==> config.mk <==
export PLATFORM = sky130hd
export DESIGN_NAME = teleop_deadman_gripper_gate
export DESIGN_NICKNAME = d
export VERILOG_FILES = /design/src/rtl/tdgg_pkg.sv /design/src/rtl/teleop_deadman_gripper_gate.sv /design/src/rtl/tdgg_latch.sv /design/src/rtl/tdgg_drive.sv
export SDC_FILE = /design/constraint.sdc
export NUM_CORES = 2
export LEC_CHECK = 0
export BUFFER_PORTS_ARGS = -buffer_cell sky130_fd_sc_hd__buf_2
export CAP_MARGIN = 30
export CORE_UTILIZATION = 55
export DETAILED_ROUTE_END_ITERATION = 8
export PLACE_DENSITY = 0.73
export SKIP_LAST_GASP = 1
export SLEW_MARGIN = 10
export SYNTH_ARGS = -nofsm -noshare
export SYNTH_HDL_FRONTEND = slang
export SYNTH_SLANG_ARGS = --single-unit
==> constraint.sdc <==
create_clock -name clock -period 10.05 [get_ports clock]
set_input_delay 1.5075 -clock clock [delete_from_list [all_inputs] [get_ports clock]]
set_output_delay 1.5075 -clock clock [all_outputs]
set_load 0.02 [all_outputs]
==> src/rtl/tdgg_pkg.sv <==
// Shared types and constants of the teleop deadman and gripper gate.
// Holds the request and response layouts, the register map and reset values.
// Depends on nothing; every other file in rtl imports it.
`timescale 1ns / 1ps

package tdgg_pkg;

   // Widths of the stream and register ports.
   localparam int ReqDataW = 96;
   localparam int ReqUserW = 2;
   localparam int RspDataW = 48;
   localparam int CsrIdxW  = 3;
   localparam int CsrDataW = 16;

   // Widths of the fixed-point fields.
   localparam int LevelW   = 15;
   localparam int StickW   = 16;
   localparam int SpeedW   = 16;
   localparam int ChassisW = 18;

   // Register map.
   typedef enum logic [CsrIdxW-1:0] {
      CSR_REQUIRE_SAFETY    = 3'd0,
      CSR_DEADMAN_THRESHOLD = 3'd1,
      CSR_TOGGLE_HIGH       = 3'd2,
      CSR_TOGGLE_LOW        = 3'd3,
      CSR_BINARY_THRESHOLD  = 3'd4,
      CSR_MAX_LINEAR        = 3'd5,
      CSR_MAX_ANGULAR       = 3'd6
   } csr_index_type;

   // Reset values of the registers.
   localparam logic              RstRequireSafety   = 1'b1;
   localparam logic [LevelW-1:0] RstDeadmanThreshold = 15'd16384;
   localparam logic [LevelW-1:0] RstToggleHigh       = 15'd26214;
   localparam logic [LevelW-1:0] RstToggleLow        = 15'd6554;
   localparam logic [LevelW-1:0] RstBinaryThreshold  = 15'd16384;
   localparam logic [SpeedW-1:0] RstMaxLinear        = 16'd128;
   localparam logic [SpeedW-1:0] RstMaxAngular       = 16'd256;

   typedef struct packed {
      logic              require_safety;
      logic [LevelW-1:0] deadman_threshold;
      logic [LevelW-1:0] toggle_high;
      logic [LevelW-1:0] toggle_low;
      logic [LevelW-1:0] binary_threshold;
      logic [SpeedW-1:0] max_linear;
      logic [SpeedW-1:0] max_angular;
   } cfg_type;

   // Thresholds that one toggle latch needs.
   typedef struct packed {
      logic [LevelW-1:0] high;
      logic [LevelW-1:0] low;
      logic [LevelW-1:0] binary;
   } latch_cfg_type;

   // One teleop frame as held in the input register.
   typedef struct packed {
      logic                     axes_present;
      logic                     flags_valid;
      logic signed [StickW-1:0] stick_y;
      logic signed [StickW-1:0] stick_x;
      logic [LevelW-1:0]        left_trig;
      logic [LevelW-1:0]        right_trig;
      logic [LevelW-1:0]        left_grip_lvl;
      logic [LevelW-1:0]        right_grip_lvl;
      logic                     left_flag;
      logic                     right_flag;
      logic                     left_tracked;
      logic                     right_tracked;
   } frame_type;

   // One response; packed with the last field in the lowest bits.
   typedef struct packed {
      logic signed [ChassisW-1:0] chassis_angular;
      logic signed [ChassisW-1:0] chassis_linear;
      logic                       left_grip_close;
      logic                       right_grip_close;
      logic                       left_grip_ok;
      logic                       right_grip_ok;
      logic                       any_deadman;
      logic                       left_deadman_on;
      logic                       right_deadman_on;
      logic                       left_arm_ok;
      logic                       right_arm_ok;
   } result_type;

   localparam int ResultW = $bits(result_type);

endpackage

==> src/rtl/teleop_deadman_gripper_gate.sv <==
// Top level of the teleop deadman and gripper gate: stream ports, registers, two stages.
// Depends on tdgg_pkg, tdgg_latch and tdgg_drive.
`timescale 1ns / 1ps

// Each request is one teleop frame for both arms, and each frame yields exactly one
// response. The block takes one frame per clock cycle when the response side keeps up;
// a frame is held in the input register until the response register is free; its
// response is then captured in the response register and presented from there until
// it is taken. Arm validity follows tracking and, while require_safety is set, the
// frame's safety flags. With controller axes present, each grip value forms a deadman
// signal, each gripper's toggle latch steps once per frame while that gripper is
// valid, and the left deadman lets the left stick drive the chassis, scaled by the
// configured maximum speeds and floored to Q8.8. Without axes all deadman, gripper
// and chassis fields read zero and the latches keep their values. The user must write
// registers through the csr port only while no frame is in flight; the block itself
// does not enforce this.
module teleop_deadman_gripper_gate (
   input  logic                          clock,
   input  logic                          reset,
   // Request stream.
   input  logic                          req_tvalid,
   output logic                          req_tready,
   // Fields from bit 0: right_tracked, left_tracked, right safety flag, left safety flag,
   // right grip, left grip, right trigger, left trigger, stick_x, stick_y.
   input  logic [tdgg_pkg::ReqDataW-1:0] req_tdata,
   // Fields from bit 0: safety flags present, axes_present.
   input  logic [tdgg_pkg::ReqUserW-1:0] req_tuser,
   // Response stream.
   output logic                          rsp_tvalid,
   input  logic                          rsp_tready,
   // Fields from bit 0: right_arm_ok, left_arm_ok, right_deadman_on, left_deadman_on,
   // any_deadman, right_grip_ok, left_grip_ok, right_grip_close, left_grip_close,
   // chassis_linear, chassis_angular, then zero padding.
   output logic [tdgg_pkg::RspDataW-1:0] rsp_tdata,
   // Register write port.
   input  logic                          csr_we,
   input  logic [tdgg_pkg::CsrIdxW-1:0]  csr_index,
   input  logic [tdgg_pkg::CsrDataW-1:0] csr_wdata
);
   import tdgg_pkg::*;

   cfg_type       cfg_ff;
   frame_type     frame_ff;
   logic          frame_valid_ff;
   result_type    rsp_ff;
   result_type    rsp_in;
   logic          rsp_valid_ff;
   logic          rsp_open;
   logic          frame_fire;
   latch_cfg_type latch_cfg;

   logic          right_ok;
   logic          left_ok;
   logic          right_dm;
   logic          left_dm;
   logic          right_gok;
   logic          left_gok;
   logic          right_close;
   logic          left_close;
   logic signed [ChassisW-1:0] linear;
   logic signed [ChassisW-1:0] angular;

   // The response register frees itself when it is empty or being taken, so a new
   // request is accepted even while a finished response still waits.
   assign rsp_open   = !rsp_valid_ff || rsp_tready;
   assign frame_fire = frame_valid_ff && rsp_open;
   assign req_tready = !frame_valid_ff || rsp_open;

   // Register file. Writes to an index beyond the map are dropped.
   always_ff @(posedge clock) begin
      if (reset) begin
         cfg_ff.require_safety    <= RstRequireSafety;
         cfg_ff.deadman_threshold <= RstDeadmanThreshold;
         cfg_ff.toggle_high       <= RstToggleHigh;
         cfg_ff.toggle_low        <= RstToggleLow;
         cfg_ff.binary_threshold  <= RstBinaryThreshold;
         cfg_ff.max_linear        <= RstMaxLinear;
         cfg_ff.max_angular       <= RstMaxAngular;
      end else if (csr_we) begin
         unique case (csr_index)
            CSR_REQUIRE_SAFETY:    cfg_ff.require_safety    <= csr_wdata[0];
            CSR_DEADMAN_THRESHOLD: cfg_ff.deadman_threshold <= csr_wdata[LevelW-1:0];
            CSR_TOGGLE_HIGH:       cfg_ff.toggle_high       <= csr_wdata[LevelW-1:0];
            CSR_TOGGLE_LOW:        cfg_ff.toggle_low        <= csr_wdata[LevelW-1:0];
            CSR_BINARY_THRESHOLD:  cfg_ff.binary_threshold  <= csr_wdata[LevelW-1:0];
            CSR_MAX_LINEAR:        cfg_ff.max_linear        <= csr_wdata[SpeedW-1:0];
            CSR_MAX_ANGULAR:       cfg_ff.max_angular       <= csr_wdata[SpeedW-1:0];
            default: ;
         endcase
      end
   end

   // Input register: the frame is unpacked from the stream as it is captured.
   always_ff @(posedge clock) begin
      if (reset) begin
         frame_valid_ff <= 1'b0;
      end else if (req_tready) begin
         frame_valid_ff <= req_tvalid;
      end
   end

   always_ff @(posedge clock) begin
      if (req_tvalid && req_tready) begin
         frame_ff.right_tracked  <= req_tdata[0];
         frame_ff.left_tracked   <= req_tdata[1];
         frame_ff.right_flag     <= req_tdata[2];
         frame_ff.left_flag      <= req_tdata[3];
         frame_ff.right_grip_lvl <= req_tdata[18:4];
         frame_ff.left_grip_lvl  <= req_tdata[33:19];
         frame_ff.right_trig     <= req_tdata[48:34];
         frame_ff.left_trig      <= req_tdata[63:49];
         frame_ff.stick_x        <= req_tdata[79:64];
         frame_ff.stick_y        <= req_tdata[95:80];
         frame_ff.flags_valid    <= req_tuser[0];
         frame_ff.axes_present   <= req_tuser[1];
      end
   end

   // Validity and deadman gating.
   always_comb begin
      right_ok  = frame_ff.right_tracked && (!cfg_ff.require_safety
                  || (frame_ff.flags_valid && frame_ff.right_flag));
      left_ok   = frame_ff.left_tracked && (!cfg_ff.require_safety
                  || (frame_ff.flags_valid && frame_ff.left_flag));
      right_dm  = frame_ff.axes_present && right_ok
                  && (frame_ff.right_grip_lvl >= cfg_ff.deadman_threshold);
      left_dm   = frame_ff.axes_present && left_ok
                  && (frame_ff.left_grip_lvl >= cfg_ff.deadman_threshold);
      right_gok = frame_ff.axes_present && (!cfg_ff.require_safety || right_dm);
      left_gok  = frame_ff.axes_present && (!cfg_ff.require_safety || left_dm);
   end

   assign latch_cfg.high   = cfg_ff.toggle_high;
   assign latch_cfg.low    = cfg_ff.toggle_low;
   assign latch_cfg.binary = cfg_ff.binary_threshold;

   // Each latch steps only when its frame moves on to the response register.
   tdgg_latch u_right_latch (
      .clock      (clock),
      .reset      (reset),
      .advance    (frame_fire && right_gok),
      .trigger    (frame_ff.right_trig),
      .thresholds (latch_cfg),
      .close      (right_close)
   );

   tdgg_latch u_left_latch (
      .clock      (clock),
      .reset      (reset),
      .advance    (frame_fire && left_gok),
      .trigger    (frame_ff.left_trig),
      .thresholds (latch_cfg),
      .close      (left_close)
   );

   tdgg_drive u_drive (
      .enable      (left_dm),
      .stick_x     (frame_ff.stick_x),
      .stick_y     (frame_ff.stick_y),
      .max_linear  (cfg_ff.max_linear),
      .max_angular (cfg_ff.max_angular),
      .linear      (linear),
      .angular     (angular)
   );

   always_comb begin
      rsp_in.right_arm_ok     = right_ok;
      rsp_in.left_arm_ok      = left_ok;
      rsp_in.right_deadman_on = right_dm;
      rsp_in.left_deadman_on  = left_dm;
      rsp_in.any_deadman      = right_dm || left_dm;
      rsp_in.right_grip_ok    = right_gok;
      rsp_in.left_grip_ok     = left_gok;
      rsp_in.right_grip_close = right_gok && right_close;
      rsp_in.left_grip_close  = left_gok && left_close;
      rsp_in.chassis_linear   = linear;
      rsp_in.chassis_angular  = angular;
   end

   // Response register.
   always_ff @(posedge clock) begin
      if (reset) begin
         rsp_valid_ff <= 1'b0;
      end else if (rsp_open) begin
         rsp_valid_ff <= frame_valid_ff;
      end
   end

   always_ff @(posedge clock) begin
      if (frame_fire) begin
         rsp_ff <= rsp_in;
      end
   end

   assign rsp_tvalid = rsp_valid_ff;
   assign rsp_tdata  = {{(RspDataW - ResultW){1'b0}}, rsp_ff};

`ifndef SYNTHESIS
   a_chassis_needs_left_deadman: assert property (@(posedge clock) disable iff (reset)
      rsp_tvalid && !rsp_ff.left_deadman_on
      |-> (rsp_ff.chassis_linear == '0) && (rsp_ff.chassis_angular == '0))
      else $error("chassis driven without the left deadman");

   a_close_needs_grip_ok: assert property (@(posedge clock) disable iff (reset)
      rsp_tvalid |-> (!rsp_ff.right_grip_close || rsp_ff.right_grip_ok)
                     && (!rsp_ff.left_grip_close || rsp_ff.left_grip_ok))
      else $error("gripper close on an invalid gripper");

   a_deadman_needs_arm: assert property (@(posedge clock) disable iff (reset)
      rsp_tvalid |-> (!rsp_ff.right_deadman_on || rsp_ff.right_arm_ok)
                     && (!rsp_ff.left_deadman_on || rsp_ff.left_arm_ok))
      else $error("deadman engaged on an invalid arm");

   a_held_response_kept: assert property (@(posedge clock) disable iff (reset)
      rsp_valid_ff && !rsp_tready |=> rsp_valid_ff && $stable(rsp_ff))
      else $error("response register overwritten while stalled");
`endif

endmodule

==> src/rtl/tdgg_latch.sv <==
// Two-bit toggle latch for one gripper: arms on a high trigger, flips hold on release.
// Depends on tdgg_pkg for the threshold bundle.
`timescale 1ns / 1ps

module tdgg_latch (
   input  logic                        clock,
   input  logic                        reset,
   input  logic                        advance,
   input  logic [tdgg_pkg::LevelW-1:0] trigger,
   input  tdgg_pkg::latch_cfg_type     thresholds,
   output logic                        close
);
   import tdgg_pkg::*;

   logic hold_ff;
   logic hold_in;
   logic armed_ff;
   logic armed_in;

   always_comb begin
      hold_in  = hold_ff;
      armed_in = armed_ff;
      if (trigger > thresholds.high) begin
         armed_in = 1'b1;
      end else if (armed_ff && (trigger < thresholds.low)) begin
         hold_in  = ~hold_ff;
         armed_in = 1'b0;
      end
   end

   // The close command sees the hold value after this frame's step.
   assign close = hold_in || (trigger > thresholds.binary);

   always_ff @(posedge clock) begin
      if (reset) begin
         hold_ff  <= 1'b0;
         armed_ff <= 1'b0;
      end else if (advance) begin
         hold_ff  <= hold_in;
         armed_ff <= armed_in;
      end
   end

`ifndef SYNTHESIS
   a_frozen_when_idle: assert property (@(posedge clock) disable iff (reset)
      !advance |=> $stable(hold_ff) && $stable(armed_ff))
      else $error("gripper latch moved without a frame");

   a_hold_flips_on_release: assert property (@(posedge clock) disable iff (reset)
      !reset |=> (hold_ff == $past(hold_ff)) || ($past(armed_ff) && !armed_ff))
      else $error("hold flipped without an armed latch being released");

   a_arms_on_high_trigger: assert property (@(posedge clock) disable iff (reset)
      advance && (trigger > thresholds.high) |=> armed_ff)
      else $error("gripper latch failed to arm on a high trigger");
`endif

endmodule

==> src/rtl/tdgg_drive.sv <==
// Chassis drive products: stick times maximum speed, Q8.8, floored.
// Depends on tdgg_pkg for field widths.
`timescale 1ns / 1ps

module tdgg_drive (
   input  logic                                enable,
   input  logic signed [tdgg_pkg::StickW-1:0]  stick_x,
   input  logic signed [tdgg_pkg::StickW-1:0]  stick_y,
   input  logic [tdgg_pkg::SpeedW-1:0]         max_linear,
   input  logic [tdgg_pkg::SpeedW-1:0]         max_angular,
   output logic signed [tdgg_pkg::ChassisW-1:0] linear,
   output logic signed [tdgg_pkg::ChassisW-1:0] angular
);
   import tdgg_pkg::*;

   localparam int OpW   = StickW + 1;
   localparam int ProdW = 2 * OpW;
   localparam int Frac  = StickW - 1;

   logic signed [OpW-1:0]   y_ext;
   logic signed [OpW-1:0]   x_neg;
   logic signed [OpW-1:0]   lin_speed;
   logic signed [OpW-1:0]   ang_speed;
   logic signed [ProdW-1:0] lin_prod;
   logic signed [ProdW-1:0] ang_prod;

   // One extra bit lets the negated full-scale stick read +1.0.
   assign y_ext     = {stick_y[StickW-1], stick_y};
   assign x_neg     = -{stick_x[StickW-1], stick_x};
   assign lin_speed = {1'b0, max_linear};
   assign ang_speed = {1'b0, max_angular};
   assign lin_prod  = y_ext * lin_speed;
   assign ang_prod  = x_neg * ang_speed;

   // Dropping the fraction bits of a two's complement product floors it.
   assign linear  = enable ? lin_prod[Frac+ChassisW-1:Frac] : '0;
   assign angular = enable ? ang_prod[Frac+ChassisW-1:Frac] : '0;

endmodule

# ---- Word level (Yosys, flattened, before mapping)
# Index checks and enable logic that the tools add are counted.
dict set report word_totals {
  register_bits 242
  in_bits 122
  output_inout_bits 50
  elab_cells 105
}
dict set report classes {
  addsub 1
  mul 2
  n_lt_le_gt_ge 8
  n_eq_ne 6
  n_mux 8
  bitwise_logic 2
  reduce_logical 42
}
# operator n
set ops {}
lappend ops {{15-bit greater-than comparator} 4}
lappend ops {{16-bit by 17-bit multiplier with 33-bit output} 1}
lappend ops {{17-bit by 17-bit multiplier with 33-bit output} 1}
lappend ops {{15-bit greater-or-equal comparator} 2}
lappend ops {{15-bit < comparator} 2}
lappend ops {{1-bit logical AND} 18}
lappend ops {{2-bit AND reduction} 9}
lappend ops {{17-bit negator} 1}
lappend ops {{3-bit == test (second input constant)} 3}
lappend ops {{1-bit logical OR} 9}
lappend ops {{1-bit two-way mux} 8}
lappend ops {{3-bit by 2-bit == test with 1-bit output (second input constant)} 2}
lappend ops {{2-bit nonzero test} 2}
lappend ops {{3-bit by 1-bit == test with 1-bit output (second input constant)} 1}
lappend ops {{1-bit zero test} 3}
lappend ops {{3-bit zero test} 1}
lappend ops {{1-bit NOT} 2}

# ---- Depth between registers and ports, before layout
dict set report depth {
  ltp_word 9
  mapped_depth 29
  depth_no_buf 26
}

# ---- By module
# Synthesis repeated with hierarchy kept, for this count alone.
dict set report unflattened {
  cells_unflattened 3203
  area_unflattened_um2 29823.6
}
# module n_inst cells_per_inst area_per_inst_um2 seq_area_each_um2
set modules_own_cells {}
lappend modules_own_cells {tdgg_drive 1 2176 18953.2 0.0}
lappend modules_own_cells {teleop_deadman_gripper_gate 1 685 8470.6 6195.9}
lappend modules_own_cells {tdgg_latch 2 171 1199.9 40.0}

# ---- Worst setup path before layout
# No wires, ideal clock.
dict set report synth_timing {
  path_type {flip-flop to flip-flop}
  startpoint {register, netlist name frame_ff[71]}
  endpoint {register rsp_ff (netlist bit rsp_tdata[43]) (data pin)}
  setup_time_ns 0.260
  arrival_ns 6.822
  required_time_ns 9.790
  slack_ns 2.967
  path_stages_with_launch 26
  path_buffers 1
  path_cell_list {edfxtp_1 > or4_1 > or2_1 > nor3_1 > xnor2_1 > buf_2 > and2_1 > fa_1 > inv_1 > fa_1 > fa_1 > inv_1 > fa_1 > fa_1 > inv_1 > fa_1 > inv_1 > ha_1 > and4_1 > o2111ai_1 > o21bai_1 > a211oi_2 > o21ai_2 > a211oi_4 > a21oi_1 > mux2i_1}
}
dict set report synth_via {
  elab_chain_len 2
}
# element line
set synth_rtl {}
lappend synth_rtl {{17-bit negator} tdgg_drive.sv:29} ;# assign x_neg = -{stick_x[StickW-1], stick_x};
lappend synth_rtl {{17-bit by 17-bit multiplier with 33-bit output} tdgg_drive.sv:33} ;# assign ang_prod = x_neg * ang_speed;
lappend synth_rtl {{end signal, assigned} teleop_deadman_gripper_gate.sv:191} ;# rsp_ff <= rsp_in;
lappend synth_rtl {{end, declared} teleop_deadman_gripper_gate.sv:45} ;# result_type rsp_ff;
# No other way between the ends.
# A chain may end at the register's enable or synchronous reset.

# ---- Final worst setup path
dict set report layout_timing {
  startpoint {register, netlist name frame_ff[64]}
  endpoint {register rsp_ff (netlist bit rsp_tdata[43]) (data pin)}
}
dict set report layout_via {
  elab_chain_len 2
}
# element line
set layout_rtl {}
lappend layout_rtl {{17-bit negator} tdgg_drive.sv:29}
lappend layout_rtl {{17-bit by 17-bit multiplier with 33-bit output} tdgg_drive.sv:33}
# No other way between the ends.

==> impl_metrics.env <==
export IMPL_crit_arrival_ns=8.35
export IMPL_cts_max_level=1
export IMPL_die_w_um=234
export IMPL_grtUsageTotal_pct=28.1
export IMPL_cp_end_kind="flop"
export IMPL_grt_max_degree=103
export IMPL_p_leak_nw=15.6
export IMPL_rsz0062_at_grt="false"
export IMPL_cts_buffers=28
export IMPL_antenna_found_initial=6
export IMPL_clock_fmax_ghz=0.125
export IMPL_synth_edf_count=143
export IMPL_final_cell_mix="inv_1, nand2_1, fa_1"
export IMPL_cts_hold_buf=0
export IMPL_syn_inst=3104
export IMPL_synth_cell_type_count=72
export IMPL_sw_frac_of_total_pct=33.7
export IMPL_synthMuxAreaShare_pct=0.280
export IMPL_synth_area_sq_um=29500
export IMPL_io_buffers=168
export IMPL_period_needed_ns=8.02
export IMPL_synth_largest_area_cell="fa_1"
export IMPL_synthSimpleGateAreaFrac_pct=15.5
export IMPL_drv_slew=0
export IMPL_cts_resized=0
export IMPL_synth_area_per_cell_sq_um=9.50
export IMPL_cts_tree="yes"
export IMPL_dr_total_vias=21500
export IMPL_fin_skew_ns=0.0325
export IMPL_place_congestion=0.950
export IMPL_synth_xor_area_share_pct=1.66
export IMPL_final_cell_area_sq_um=32000
export IMPL_p_switching_mw=1.06
export IMPL_synth_top_cell_area_share_pct=31.1
export IMPL_status="finished, violations left"
export IMPL_routed_wl_um=72200
export IMPL_cts_buffer_depth=3
export IMPL_setup_violations=0
export IMPL_r2r_setup_slack_ns=2.03
export IMPL_synth_top_family_by_area="adder cells"
export IMPL_comb_power_share_pct=30.2
export IMPL_drt_wirelength_per_cell_um=18.4
export IMPL_clkLatencyLatePin_ns=0.59
export IMPL_holdWs_ns=0.458
export IMPL_p_int_mw=2.09
export IMPL_start_util_pct=55.9
export IMPL_power_frac_seq_pct=36.6
export IMPL_hold_violations=0
export IMPL_dr_pass1_iters=7
export IMPL_io_pins=172
export IMPL_powerDensity_nw_per_um2=98.7
export IMPL_syn2layout_area_growth_pct=8.41
export IMPL_place_hpwl_um=56700
export IMPL_yosysSeqAreaShare_pct=21.3
export IMPL_final_common_cell="inv_1"
export IMPL_synth_compound_area_share_pct=6.75
export IMPL_postCtsSetupRepairBufs=0
export IMPL_worstPathMaxFanout=18
export IMPL_synth_ff_type="edfxtp_1"
export IMPL_critPathKind="reg2reg"
export IMPL_synth_warning_count=0
export IMPL_dieArea_sq_um=54600
export IMPL_worstPathRequired_ns=10.38
export IMPL_grt_pass1_vias=23200
export IMPL_placed_cell_area_sq_um=31000
export IMPL_rows=84
export IMPL_grt_overflow=0
export IMPL_p_clk_share_pct=33.2
export IMPL_drc=6
export IMPL_drive_gt1_share_pct=8.10
export IMPL_viasPerCell=5.45
export IMPL_final_cells=3934
export IMPL_relSlewSlack_pct=32.2
export IMPL_finish_utilization_pct=60.6
export IMPL_setup_tns_ns=0
export IMPL_violations="design-rule violations"
export IMPL_tightest_slew_ns=1.02
export IMPL_fin_nets=4125
export IMPL_clkSinkCount=242
export IMPL_min_path_type="reg2reg"
export IMPL_cts_root_buf="clkbuf_16"
export IMPL_synth_area_leaders="fa_1, edfxtp_1, ha_1, inv_1, dfxtp_1"
export IMPL_clkTransAtPathRegs_ns=0.06
export IMPL_placed_cells=3878
export IMPL_vdd_drop_max_v=0.000148
export IMPL_synthAdderAreaFrac_pct=44.8
export IMPL_synth_seq_cells=242
export IMPL_grt_pass1_wl_um=120000
export IMPL_start_kind="flop"
export IMPL_fin_crit_sh_pct=79.8
export IMPL_initialDrtViolationCount=1463
export IMPL_drtAntennaViolNets=0
export IMPL_async_flop_share_pct=0
export IMPL_maxCapViolations=0
export IMPL_die_h_um=234
export IMPL_core_region_area_sq_um=52800
cells by family (layout without fill, tap and decap cells):
group / Yosys count / after routing
AOI/OAI and AO/OA: 309 / 309
xor gates and xnor gates: 56 / 56
adders and majority gates: 782 / 782
buffers and inverters: 756 / 895
DFF: 242 / 242
muxes: 8 / 8
other: 1 / 4
and+or+nand+nor: 950 / 950
worst paths after layout:
path / startpoint / endpoint / cells after the start
worst max-delay path: frame_ff[64] / rsp_tdata[43] / 26
worst max register to register: frame_ff[64] / rsp_tdata[43] / 26
worst min-delay path: cfg_ff[37] / cfg_ff[37] / 2
worst min register to register: cfg_ff[37] / cfg_ff[37] / 2
synth_stat cells, types with 19 or more instances:
cell        n
and2_1    243
nand3_1    20
nor3_1     23
clkbuf_1   95
edfxtp_1  143
a21o_1     48
ha_1      321
a21oi_1   134
nand2b_1   36
nand2_1   470
nor2_1     77
xnor2_1    39
o21ai_0    34
inv_1     650
nand4_1    19
fa_1      459
dfxtp_1    99
sequential cells by signal (all words and copies together), names as in the netlist:
name / count
cfg_ff: 93
frame_ff: 98
frame_valid_ff: 1
rsp_tdata: 45
rsp_tvalid: 1
u_left_latch.armed_ff: 1
u_left_latch.hold_ff: 1
u_right_latch.armed_ff: 1
u_right_latch.hold_ff: 1
critical path, cell delays in order (launching register included):
cell,delay [ns]
edfxtp_1,0.64
inv_1,0.13
ha_1,0.23
nand2_1,0.14
or3_1,0.41
xor2_1,0.15
buf_4,0.20
and2_1,0.19
fa_1,0.53
inv_1,0.05
fa_1,0.49
fa_1,0.51
inv_1,0.05
fa_1,0.50
fa_1,0.49
inv_1,0.05
fa_1,0.47
inv_1,0.04
ha_1,0.39
and4_1,0.25
o2111ai_1,0.12
o21bai_1,0.24
a211oi_2,0.63
o21ai_2,0.21
a211oi_4,0.35
a21oi_1,0.14
mux2i_1,0.13
power groups by stage:
stage | Sequential (mW) | Clock, mW | Combinational (mW)
final | 1.15 | 1.05 | 0.954
after global routing | 1.16 | 1.11 | 1.09
after CTS | 1.15 | 1.07 | 0.956
after detailed placement | 1.17 | 0 | 0.946
after global placement | 1.17 | 0 | 0.915
after floorplan | 1.14 | 0 | 0.685
area by class of cell:
cell class	count	area [sq um]
fill	4472	20800
multi-input combinational	2108	20400
sequential	242	6280
inverter	650	2440
timing repair buffer	193	1070
tap	688	861
clock buffer	35	790
clock inverter	17	154
antenna	1	2.50
per-layer routing:
layer	wire (um)	GRT usage (%)
met5	52	0
met4	2520	10.1
met3	4880	4.17
met2	35000	46.9
met1	29800	37.2
per-stage QoR:
step / total power, mW / setup WS [ns]
4_1_cts: 3.18 / 2.02
3_5_place_dp: 2.12 / 2.04
6_report: 3.16 / 2.03
3_3_place_gp: 2.09 / 2.21
2_1_floorplan: 1.83 / 2.97
5_1_grt: 3.36 / 1.57
Note: power is estimated with default switching activity, not from simulation.
